===== src/rtl/core/bas_pkg.sv =====
// shared constants, types and cell link structure for the batch sorter
package bas_pkg;

    // number of cells in the chain, one stored value each
    localparam int DEPTH  = 64;
    localparam int DATA_W = 32;
    localparam int CNT_W  = $clog2(DEPTH + 1);

    // control states of the sorter
    typedef enum logic {
        ST_COLLECT,
        ST_DRAIN
    } t_state;

    // operation broadcast to every cell
    typedef enum logic [1:0] {
        OP_HOLD,
        OP_INSERT,
        OP_SHIFT
    } t_cell_op;

    // what one cell shows its neighbors
    typedef struct packed {
        logic                     valid;
        logic signed [DATA_W-1:0] value;
        logic                     gt;
    } t_cell_link;

endpackage


===== src/rtl/core/bas_cell.sv =====
// one cell of the insertion chain: holds a value and shifts it to neighbors
module bas_cell
    import bas_pkg::*;
(
    input  logic                     i_clk,
    input  logic                     i_rst_n,
    input  t_cell_op                 i_op,
    input  logic signed [DATA_W-1:0] i_x,
    input  t_cell_link               i_left,
    input  t_cell_link               i_right,
    output t_cell_link               o_link
);

    logic                     r_valid;
    logic signed [DATA_W-1:0] r_value;
    logic                     n_valid;
    logic signed [DATA_W-1:0] n_value;
    logic                     gt;

    // an empty cell counts as larger than any incoming value
    assign gt = !r_valid || (r_value > i_x);

    // next contents: keep, take incoming item, take left, or take right
    always_comb begin
        n_valid = r_valid;
        n_value = r_value;
        unique case (i_op)
            OP_INSERT: begin
                if (gt) begin
                    if (i_left.gt) begin
                        n_valid = i_left.valid;
                        n_value = i_left.value;
                    end else begin
                        n_valid = 1'b1;
                        n_value = i_x;
                    end
                end
            end
            OP_SHIFT: begin
                n_valid = i_right.valid;
                n_value = i_right.value;
            end
            default: begin
                n_valid = r_valid;
                n_value = r_value;
            end
        endcase
    end

    // valid bit is control, value is payload
    always_ff @(posedge i_clk) begin
        if (!i_rst_n) begin
            r_valid <= 1'b0;
        end else begin
            r_valid <= n_valid;
        end
    end

    always_ff @(posedge i_clk) begin
        r_value <= n_value;
    end

    assign o_link = '{valid: r_valid, value: r_value, gt: gt};

endmodule

===== config.mk =====
export PLATFORM = sky130hd
export DESIGN_NAME = bas_cell
export DESIGN_NICKNAME = d
export VERILOG_FILES = /design/src/rtl/core/bas_pkg.sv /design/src/rtl/core/bas_cell.sv
export SDC_FILE = /design/constraint.sdc
export NUM_CORES = 1
export LEC_CHECK = 0
export BUFFER_PORTS_ARGS = -buffer_cell sky130_fd_sc_hd__buf_2
export CAP_MARGIN = 30
export CORE_MARGIN = 1
export CORE_UTILIZATION = 41
export CTS_CLUSTER_SIZE = 40
export DETAILED_ROUTE_END_ITERATION = 16
export PLACE_DENSITY = 0.77
export SLEW_MARGIN = 30
export SYNTH_ARGS = -nofsm -noshare
export SYNTH_HDL_FRONTEND = slang
export SYNTH_SLANG_ARGS = --single-unit
export TNS_END_PERCENT = 30

===== constraint.sdc =====
create_clock -name i_clk -period 3.6 [get_ports i_clk]
set_input_delay 0.36 -clock i_clk [delete_from_list [all_inputs] [get_ports i_clk]]
set_output_delay 0.36 -clock i_clk [all_outputs]
set_load 0.03 [all_outputs]

==> results of run 1 <==
worst paths after layout:
path          startpoint  slack [ns]           to
max          r_value[27]        0.88    o_link[0]
min          i_right[21]        0.36  r_value[20]
max reg2reg  r_value[13]        1.11  r_value[19]
min reg2reg      r_valid        0.80      r_valid
worst max-delay path: stages, from the launching register on:
cell and delay (ns):
edfxtp_1 0.39, ha_1 0.33, nand4_1 0.13, nor4_1 0.54, a31oi_1 0.22, and2b_1 0.23
a31oi_1 0.04, buf_2 0.20
routing by layer:
metal  up-vias  GRT usage, %  wire length [um]
li1       1231             -                 -
met1      1048         22.38              2568
met2        90         36.22              3112
met3        12         4.831               421
met4         2         5.179                81
met5         -             0                13
cell usage after synthesis, types with 4 or more instances:
cell type / count / share of area (%)
nor2_1: 4 / 0.59
edfxtp_1: 32 / 38
a21oi_1: 10 / 2.0
nand4_1: 6 / 1.5
inv_1: 34 / 5.0
mux2i_1: 32 / 13
nand2_1: 39 / 5.7
buf_2: 4 / 0.79
o21ai_0: 36 / 7.1
ha_1: 32 / 16
clkbuf_1: 7 / 1.0
cell families (layout without fill, tap and decap cells):
family / after synthesis / in the layout / synth area share (%)
adder cells (fa/ha/maj): 32 / 32 / 15.71
flip-flops: 33 / 33 / 38.49
multiplexers: 32 / 32 / 12.57
buffers and inverters: 47 / 182 / 7.413
AO/OA/AOI/OAI: 66 / 66 / 15.02
AND/OR/NAND/NOR: 61 / 61 / 10.80
cells in the final DEF (no fill, tap or decap), drive strengths merged:
cell    count
o21bai      1
nand3       2
inv        34
a31oi       3
a21o        3
a22oi       1
nand2      39
a41oi       1
a31o        1
buf       140
nand4       6
a21oi      13
ha         32
edfxtp     32
and2b       2
nor4        2
a211oi      1
nor3b       1
a2111o      1
o211ai      1
nand2b      3
o21ai      37
mux2i      32
o22ai       1
nor2        4
a21boi      2
dfxtp       1
nor2b       2
clkbuf      8
area by class of cell:
type	count	area, um2	share of cell area, %
clock buffers	8	80.08	2.361
inverters	34	127.6	3.762
multi-input cells	191	1399	41.24
flip-flops and latches	33	980.9	28.92
well taps	75	93.84	2.767
repair buffers	140	710.7	20.95
state kept, by name, indices dropped and copies added (netlist names):
signal,flops
r_valid,1
r_value,32
power groups by stage:
stage | Sequential (mW) | Combinational (mW) | Clock (mW)
final | 0.494 | 0.377 | 0.268
after global routing | 0.499 | 0.420 | 0.296
after CTS | 0.494 | 0.381 | 0.281
after detailed placement | 0.502 | 0.379 | 0
after global placement | 0.499 | 0.369 | 0
after floorplan | 0.573 | 0.170 | 0
metrics by stage:
stage / hold WS [ns] / setup WS, ns
after floorplan: 0.5471 / 0.5541
after global placement: 0.6327 / 1.000
after detailed placement: 0.6421 / 0.9401
after CTS: 0.3470 / 0.8041
after global routing: 0.3586 / 0.6552
final: 0.3575 / 0.8813
==> metrics.md, run 1 <==
| Metric | Value |
|---|---|
| Status | finished clean |
| Clk slew on worst S/H paths | around 0.070 ns |
| ANT cells | 0 |
| Root Buffer | clkbuf_8 |
| Pre-antenna DRT Iters | 4 |
| Peak Freq | approximately 0.37 GHz |
| Initial DRC count | between 60 and 70 |
| Global-route wire length before repair | 9.722 mm |
| Warnings, synthesis | 0 |
| Hold Path Stages | 3 |
| Htree depth | 2 |
| Final instance area | around 0.0034 mm2 |
| Clock Skew | about 0.0045 ns |
| FILL cells | 562 |
| Number of CTS-inserted buffers | 5 |
| Syn Inst Count | approximately 270 |
| # hold bufs at CTS | 0 |
| Synth cell types | 33 |
| Final Max Tran Viols | 0 |
| Layout Nets | between 500 and 600 |
| Final Setup Violations | 0 |
| # DRC | 0 |
| TritonCTS clock tree | yes |
| HP Class | input port to flip-flop |
| Setup repair bufs after CTS | 0 |
| WS Path Type | flip-flop to primary output |
| MaxCap Viol Count | 0 |
| Cell-internal power | 760.2 uW |
| Pin count of the biggest net entering global routing | 48 |
| Tcrit/Tclk final | around 76% |
| Sequential share of power | between 40% and 50% |
| R2r worst-path depth | 7 |
| Core Footprint | approximately 0.006 mm2 |
| Area grow syn2layout | 33.09% |
| NetSw | roughly 380 uW |
| Final Total Pwr | between 1 and 1.5 mW |
| EDFF count, synth | 32 |
| Tot GR Track Use | roughly a fifth |
| Clock share of power | 23.6% |
| Worst VDD drop | 0.1982 mV |
| Sw Share | 33.23% |
| CP endpoint kind | primary output |
| Synth Cell Area | about 0.0025 mm2 |
| Synth async-reset ratio | 0% |
| RSZ-0062 raised after global routing | false |
| Post-CTS sizing | 0 |
| Vias in the first global route | between 2000 and 2500 |
| CTS Sinks | 33 |
| Remaining antenna violation count after routing | 0 |
| IO Pins | 138 |
| # placed instances | about 470 |
| DIE HEIGHT | around 81 um |
| CTS max path bufs | 2 |
| Layout cell share with drive strength beyond 1 | a little under two fifths |
| Crit path time final | around 2.7 ns |
| Drt wl/cell | around 13 um |
| Mean Syn Cell Area | between 9 and 10 um2 |
| Clock latency at the later pin of the worst-skew pair | 0.28 ns |
| Non-filler cells, final | about 480 |
| DP Wirelength | just over 5 mm |
| Antenna violations before repair | 1 |
| Die X | around 80 um |
| Pwr dens | about 340 mW/mm2 |
| Total gr overflow | 0 |
| Max FO, Critical Path | 3 |
| Net Count, Synth | around 410 |
| Placement Rows | 28 |
| Via count | 2383 |
| Avg Vias per Cell | around 5 |
| I/O Buffers | between 100 and 150 |
| Total Wirelength | around 6.2 mm |
| DP Area | approximately 0.0033 mm2 |
| Final Util | between 50 and 60% |
| Register area share after synthesis | 38.49% |
| Startpoint Class | flip-flop |
| Slew margin rel. | between 60% and 70% |
| Least-Margin Pin Slew | approximately 0.54 ns |
| Worst EP arrival | about 2.4 ns |
| Main flop type after synthesis | edfxtp_1 |
| Fin. Hold Viols | 0 |
| Worst path required time | roughly 3.2 ns |
| Setup_tns | 0 ns |
| Starting Density | ~43% |
| Static leakage | between 1.5 and 2 nW |
| Post-synthesis register bit count | 33 |
| GPL Wtd Cong | between 0.7 and 0.8 |
| Die Area | between 0.006 and 0.007 mm2 |
| Comb power frac | 33.1% |
(Power assumes the default switching activity.)
==> run 2, diff against run 1 <==
--- a/config.mk
+++ b/config.mk
@@ -5,13 +5,14 @@
 export SDC_FILE = /design/constraint.sdc
 export NUM_CORES = 1
 export LEC_CHECK = 0
+export ABC_AREA = 1
 export BUFFER_PORTS_ARGS = -buffer_cell sky130_fd_sc_hd__buf_2
 export CAP_MARGIN = 30
 export CORE_MARGIN = 1
-export CORE_UTILIZATION = 41
+export CORE_UTILIZATION = 46
 export CTS_CLUSTER_SIZE = 40
 export DETAILED_ROUTE_END_ITERATION = 16
-export PLACE_DENSITY = 0.77
+export PLACE_DENSITY = 0.82
 export SLEW_MARGIN = 30
 export SYNTH_ARGS = -nofsm -noshare
 export SYNTH_HDL_FRONTEND = slang
==> constraint.sdc (replaced) <==
create_clock -name i_clk -period 2.8 [get_ports i_clk]
set_input_delay 0.28 -clock i_clk [delete_from_list [all_inputs] [get_ports i_clk]]
set_output_delay 0.28 -clock i_clk [all_outputs]
set_load 0.03 [all_outputs]
==> metrics.md, run 2 <==
| Metric | Value |
|---|---|
| Worst EP arrival | ~2.3 ns |
| Fin. Hold Viols | 0 |
| Pre-antenna DRT Iters | 5 |
| Max FO, Critical Path | 19 |
| Clock latency at the later pin of the worst-skew pair | ~0.28 ns |
| Clock Skew | around 0.0063 ns |
| Total Wirelength | approximately 6.5 mm |
| Tcrit/Tclk final | between 80% and 90% |
| Post-CTS sizing | 0 |
| Antenna violations before repair | 0 |
| Mean Syn Cell Area | between 7 and 8 um2 |
| Worst VDD drop | roughly 0.25 mV |
| Worst path required time | around 2.8 ns |
| Htree depth | 2 |
| Least-Margin Pin Slew | 0.6963 ns |
| Pin count of the biggest net entering global routing | 39 |
| Max FFs per register | 32 |
| Commonest non-fill, non-tap cells in the layout | 136 x buf_2, 103 x nand2_1, 43 x nor2_1, 42 x inv_1 |
| WS Path Type | flip-flop to flip-flop |
| Layout Nets | 605 |
| MaxCap Viol Count | 0 |
| Die Area | 0.005912 mm2 |
| Hold Path Stages | 3 |
| Vias in the first global route | approximately 2600 |
| Number of CTS-inserted buffers | 5 |
| Drt wl/cell | 12.15 um |
| Core Footprint | around 0.0052 mm2 |
| NetSw | 495.0 uW |
| DP Wirelength | about 5.1 mm |
| CTS max path bufs | 2 |
| Avg Vias per Cell | just under 5 |
| Final Max Tran Viols | 0 |
| Top cells by count, synth | 104 x nand2_1, 43 x nor2_1, 42 x inv_1 |
| Non-filler cells, final | 539 |
| HP Class | input port to flip-flop |
| Net Count, Synth | between 400 and 500 |
| Register area share after synthesis | 38.02% |
| CP endpoint kind | flip-flop |
| Worst path max stage delay | roughly 0.4 ns |
| Main flop type after synthesis | edfxtp_1 |
| Sw Share | between 30% and 40% |
| Most frequent cell after synthesis | nand2_1 |
| Slack of the critical path | approximately 0.47 ns |
| Die X | between 70 and 80 um |
| Via count | 2658 |
| # DRC | 0 |
| Starting Density | about half |
| Startpoint Class | flip-flop |
| Setup repair bufs after CTS | 0 |
| Most flop-heavy register | r_value |
| Remaining antenna violation count after routing | 0 |
| Top cell type's share of synthesized area | between 30% and 40% |
| Sequential share of power | roughly 43% |
| DIE HEIGHT | slightly below 80 um |
| Layout cell share with drive strength beyond 1 | 33.90% |
| ANT cells | 0 |
| Placement Rows | 26 |
| Critical path, cell by cell | ha_1 -> a21oi_1 -> nor2_1 -> nor2_1 -> nand3_1 -> a21oi_2 -> nand3_1 -> nand2_1 -> nand2_1 -> nand2_2 -> nand2_2 -> nand2_1 -> buf_4 |
| Most common library cell in the layout ignoring fill and taps | buf_2 |
| Largest regs | r_value (32), r_valid (1) |
| Total gr overflow | 0 |
| Tot GR Track Use | 23.83% |
| Dpl ws | 0.4119 ns |
| Critical path's slowest cell | edfxtp_1 |
| Syn Inst Count | 337 |
| Root Buffer | clkbuf_8 |
| Synth Cell Area | 0.002580 mm2 |
| EDFF count, synth | 32 |
| Clock share of power | 23.0% |
| # placed instances | between 500 and 600 |
| Final Util | 64.81% |
| RSZ-0062 raised after global routing | false |
| Peak Freq | between 0.4 and 0.5 GHz |
| Static leakage | around 1.8 nW |
| Global-route wire length before repair | 11.25 mm |
| TritonCTS clock tree | yes |
| Status | finished clean |
| Setup_tns | 0 ns |
| Final Setup Violations | 0 |
| I/O Buffers | 136 |
| Crit path top cell by count | nand2_1 |
| Crit path time final | approximately 2.3 ns |
| CTS Sinks | 33 |
| GPL Wtd Cong | about 0.76 |
| Clk slew on worst S/H paths | 0.07 ns |
| Synth async-reset ratio | 0% |
| Warnings, synthesis | 0 |
| Pwr dens | around 430 mW/mm2 |
| Slew margin rel. | between 50% and 60% |
| Post-synthesis register bit count | 33 |
| Area grow syn2layout | 31.57% |
| Comb power frac | roughly 34% |
| Synth area leaders | edfxtp_1 37%, ha_1 16%, nand2_1 15% |
| # hold bufs at CTS | 0 |
| Initial DRC count | 116 |
| Cell-internal power | roughly 960 uW |
| Synth cell types | 24 |
| Yosys top cell by area | edfxtp_1 |
| R2r worst-path depth | 13 |
| IO Pins | 138 |
## run 2: worst paths after layout
check              startpoint          end  slack [ns]
setup reg to reg  r_value[21]  r_value[23]        0.47
hold / removal        i_rst_n      r_valid        0.23
setup / recovery  r_value[21]  r_value[23]        0.47
hold reg to reg       r_valid      r_valid        0.57
## run 2: final cells by class
cell class	instances	area, um2
Clock buffer	6	72.57
Clock inverter	1	3.754
Fill cell	482	1843
Inverter	43	161.4
Multi-Input combinational cell	245	1363
Sequential cell	33	980.9
Tap cell	70	87.58
Timing Repair Buffer	141	725.7
## run 2: power by group through the flow
stage               combinational [mW]  sequential (mW)  clock [mW]
floorplan                        0.233            0.723           0
global placement                 0.476            0.635           0
detailed placement               0.493            0.638           0
CTS                              0.495            0.627       0.344
global route                     0.552            0.632       0.372
finish                           0.493            0.626       0.334
## run 2: critical path: cells and delay by family, from the launching register on
kind | cells | cell delay [ns]
AOI/OAI and AO/OA | 2 | 0.33
adders and majority gates | 1 | 0.31
buffers and inverters | 1 | 0.31
DFF | 1 | 0.39
and+or+nand+nor | 9 | 0.67
## run 2: metrics by stage
stage	hold WS, ns	power (mW)	area (um2)
after global placement	0.5013	1.112	3303
after global routing	0.2069	1.557	3395
final	0.2252	1.454	3395
after floorplan	0.4006	0.9557	2580
after detailed placement	0.5106	1.131	3318
after CTS	0.2161	1.466	3395
## run 2: kinds of logic after synthesis
logic type                 count (synthesis)  synth area share (%)
buffers and inverters                     59                 9.262
AOI/OAI and AO/OA                         51                 11.83
DFF                                       33                 38.02
and+or+nand+nor                          162                 25.36
adders and majority gates                 32                 15.52
## run 2: layer usage
metal  part of all wire (%)  GRT usage, %
met1                     43         27.80
met4                   0.93         6.731
met3                    4.4         5.476
met2                     51         43.13
met5                      0             0
==> run 3, diff against run 2 <==
--- a/config.mk
+++ b/config.mk
@@ -9,10 +9,10 @@
 export BUFFER_PORTS_ARGS = -buffer_cell sky130_fd_sc_hd__buf_2
 export CAP_MARGIN = 30
 export CORE_MARGIN = 1
-export CORE_UTILIZATION = 46
+export CORE_UTILIZATION = 41
 export CTS_CLUSTER_SIZE = 40
 export DETAILED_ROUTE_END_ITERATION = 16
-export PLACE_DENSITY = 0.82
+export PLACE_DENSITY = 0.77
 export SLEW_MARGIN = 30
 export SYNTH_ARGS = -nofsm -noshare
 export SYNTH_HDL_FRONTEND = slang
==> constraint.sdc (replaced) <==
create_clock -name i_clk -period 2.1 [get_ports i_clk]
set_input_delay 0.21 -clock i_clk [delete_from_list [all_inputs] [get_ports i_clk]]
set_output_delay 0.21 -clock i_clk [all_outputs]
set_load 0.03 [all_outputs]
==> metrics.md, run 3 (same netlist as run 2, synthesis figures left out) <==
| Metric | Value |
|---|---|
| Slack of the critical path | -0.2816 ns |
| Layout Nets | about 630 |
| Status | finished with violations |
| Avg Vias per Cell | between 4 and 5 |
| HP Class | input port to flip-flop |
| Area grow syn2layout | 47.87% |
| DIE HEIGHT | ~81 um |
| Total Wirelength | roughly 7.4 mm |
| Die X | 81.33 um |
| ANT cells | 0 |
| Clock latency at the later pin of the worst-skew pair | about 0.29 ns |
| Max FO, Critical Path | 2 |
| Largest regs | r_value (32), r_valid (1) |
| Final Util | a little under two thirds |
| Least-Margin Pin Slew | just under 0.9 ns |
| Worst EP arrival | 2.17 ns |
| Tot GR Track Use | between 20% and 30% |
| Clock Skew | ~0.0053 ns |
| R2r setup slk | -0.21 ns |
| Pin count of the biggest net entering global routing | between 40 and 50 |
| Final Max Tran Viols | 0 |
| Static leakage | ~2.0 nW |
| Initial DRC count | 85 |
| Startpoint Class | flip-flop |
| Clk slew on worst S/H paths | about 0.070 ns |
| Layout cell share with drive strength beyond 1 | approximately 40% |
| IO Pins | about 140 |
| I/O Buffers | between 100 and 150 |
| DP Wirelength | 5.367 mm |
| Vias in the first global route | around 2600 |
| CP endpoint kind | primary output |
| CTS Sinks | 33 |
| Root Buffer | clkbuf_8 |
| # hold bufs at CTS | 0 |
| Global-route wire length before repair | 11.41 mm |
| Remaining antenna violation count after routing | 0 |
| TritonCTS clock tree | yes |
| Worst VDD drop | around 0.38 mV |
| Critical R2R Launch | r_value[23] |
| Via count | roughly 2800 |
| Starting Density | between 40% and 50% |
| Drt wl/cell | 13.08 um |
| Worst path required time | 1.89 ns |
| Most flop-heavy register | r_value |
| Most common library cell in the layout ignoring fill and taps | buf_2 |
| Crit path time final | roughly 2.4 ns |
| Pre-antenna DRT Iters | 4 |
| Htree depth | 2 |
| Placement Rows | 28 |
| Hold path start | i_rst_n |
| Core Footprint | 0.005991 mm2 |
| Max FFs per register | 32 |
| GPL Wtd Cong | ~0.80 |
| Peak Freq | around 0.42 GHz |
| Commonest non-fill, non-tap cells in the layout | 135 x buf_2, 101 x nand2_1, 42 x inv_1, 41 x nor2_1 |
| MaxCap Viol Count | 0 |
| Antenna violations before repair | 0 |
| Die Area | 0.006614 mm2 |
| Crit. Startpoint | r_value[23] |
| Slew margin rel. | 41.29% |
| Fin. Hold Viols | 0 |
| Pwr dens | between 500 and 600 mW/mm2 |
| Total gr overflow | 0 |
| RSZ-0062 raised after global routing | true |
| CTS max path bufs | 2 |
| Number of CTS-inserted buffers | 5 |
| # DRC | 0 |
| Final Total Pwr | roughly 2.3 mW |
| Final Setup Violations | 34 |
| Tcrit/Tclk final | 113.4% |
| Failing checks | setup timing |
| WS Path Type | flip-flop to primary output |
run 3: changes by cell type in the layout (fill, tap and decap cells not counted), sizes merged:
cell,delta
clkinv,-1
bufinv,+1
nand2,+3
buf,+19
clkbuf,+1
run 3: per-layer routing:
metal	track usage (%)	wire length, um
met5	0	0
met4	7.143	127
met3	4.382	320
met2	41.00	3860
met1	27.62	3108
run 3: worst paths after layout:
check,endpoint,cells after the start
max,o_link[0],13
min,r_valid,3
max reg2reg,r_valid,15
min reg2reg,r_valid,4
run 3: cell type report:
class / count / area [um2]
multi-input cells: 248 / 1567
well taps: 75 / 93.84
inverters: 43 / 161.4
flip-flops and latches: 33 / 980.9
repair buffers: 160 / 895.9
fillers: 522 / 2176
clock inverters: 1 / 30.03
clock buffers: 7 / 86.33
run 3: per-stage QoR:
stage	cells	TNS (ns)	cell area, um2	setup WS, ns	hold WS, ns
final	567	-5.866	3815	-0.2816	0.1426
after global routing	567	-10.50	3815	-0.3889	0.1554
after CTS	565	-3.587	3730	-0.2149	0.1385
after detailed placement	550	-2.860	3463	-0.09022	0.4456
after global placement	550	-2.046	3463	-0.06460	0.4294
after floorplan	337	-2.072	2616	-0.06474	0.3306
run 3: worst max-delay path, stage by stage (launching register included):
cell and delay, ns:
edfxtp_1 0.41, ha_1 0.33, nand2_1 0.11, nor2_1 0.06, nor2_1 0.11, nand3_2 0.09, a21oi_2 0.17, nand2_1 0.07
nand2_1 0.06, nand2_1 0.06, nand2_1 0.09, nand2_2 0.08, buf_6 0.12, buf_6 0.13
run 3: what timing repair did:
action	4_1_cts	5_1_grt
pin swaps	10	1
setup endpoints to repair	33	34
cloned	2	1
setup buffers	5	1
resized for setup	13	7
run 3: where the power goes:
group          switching (mW)  leakage (nW)  internal (mW)
clock                   0.251        0.0585          0.387
combinational           0.457          1.62          0.328
sequential             0.0378         0.317          0.805
total                   0.746          2.00           1.52
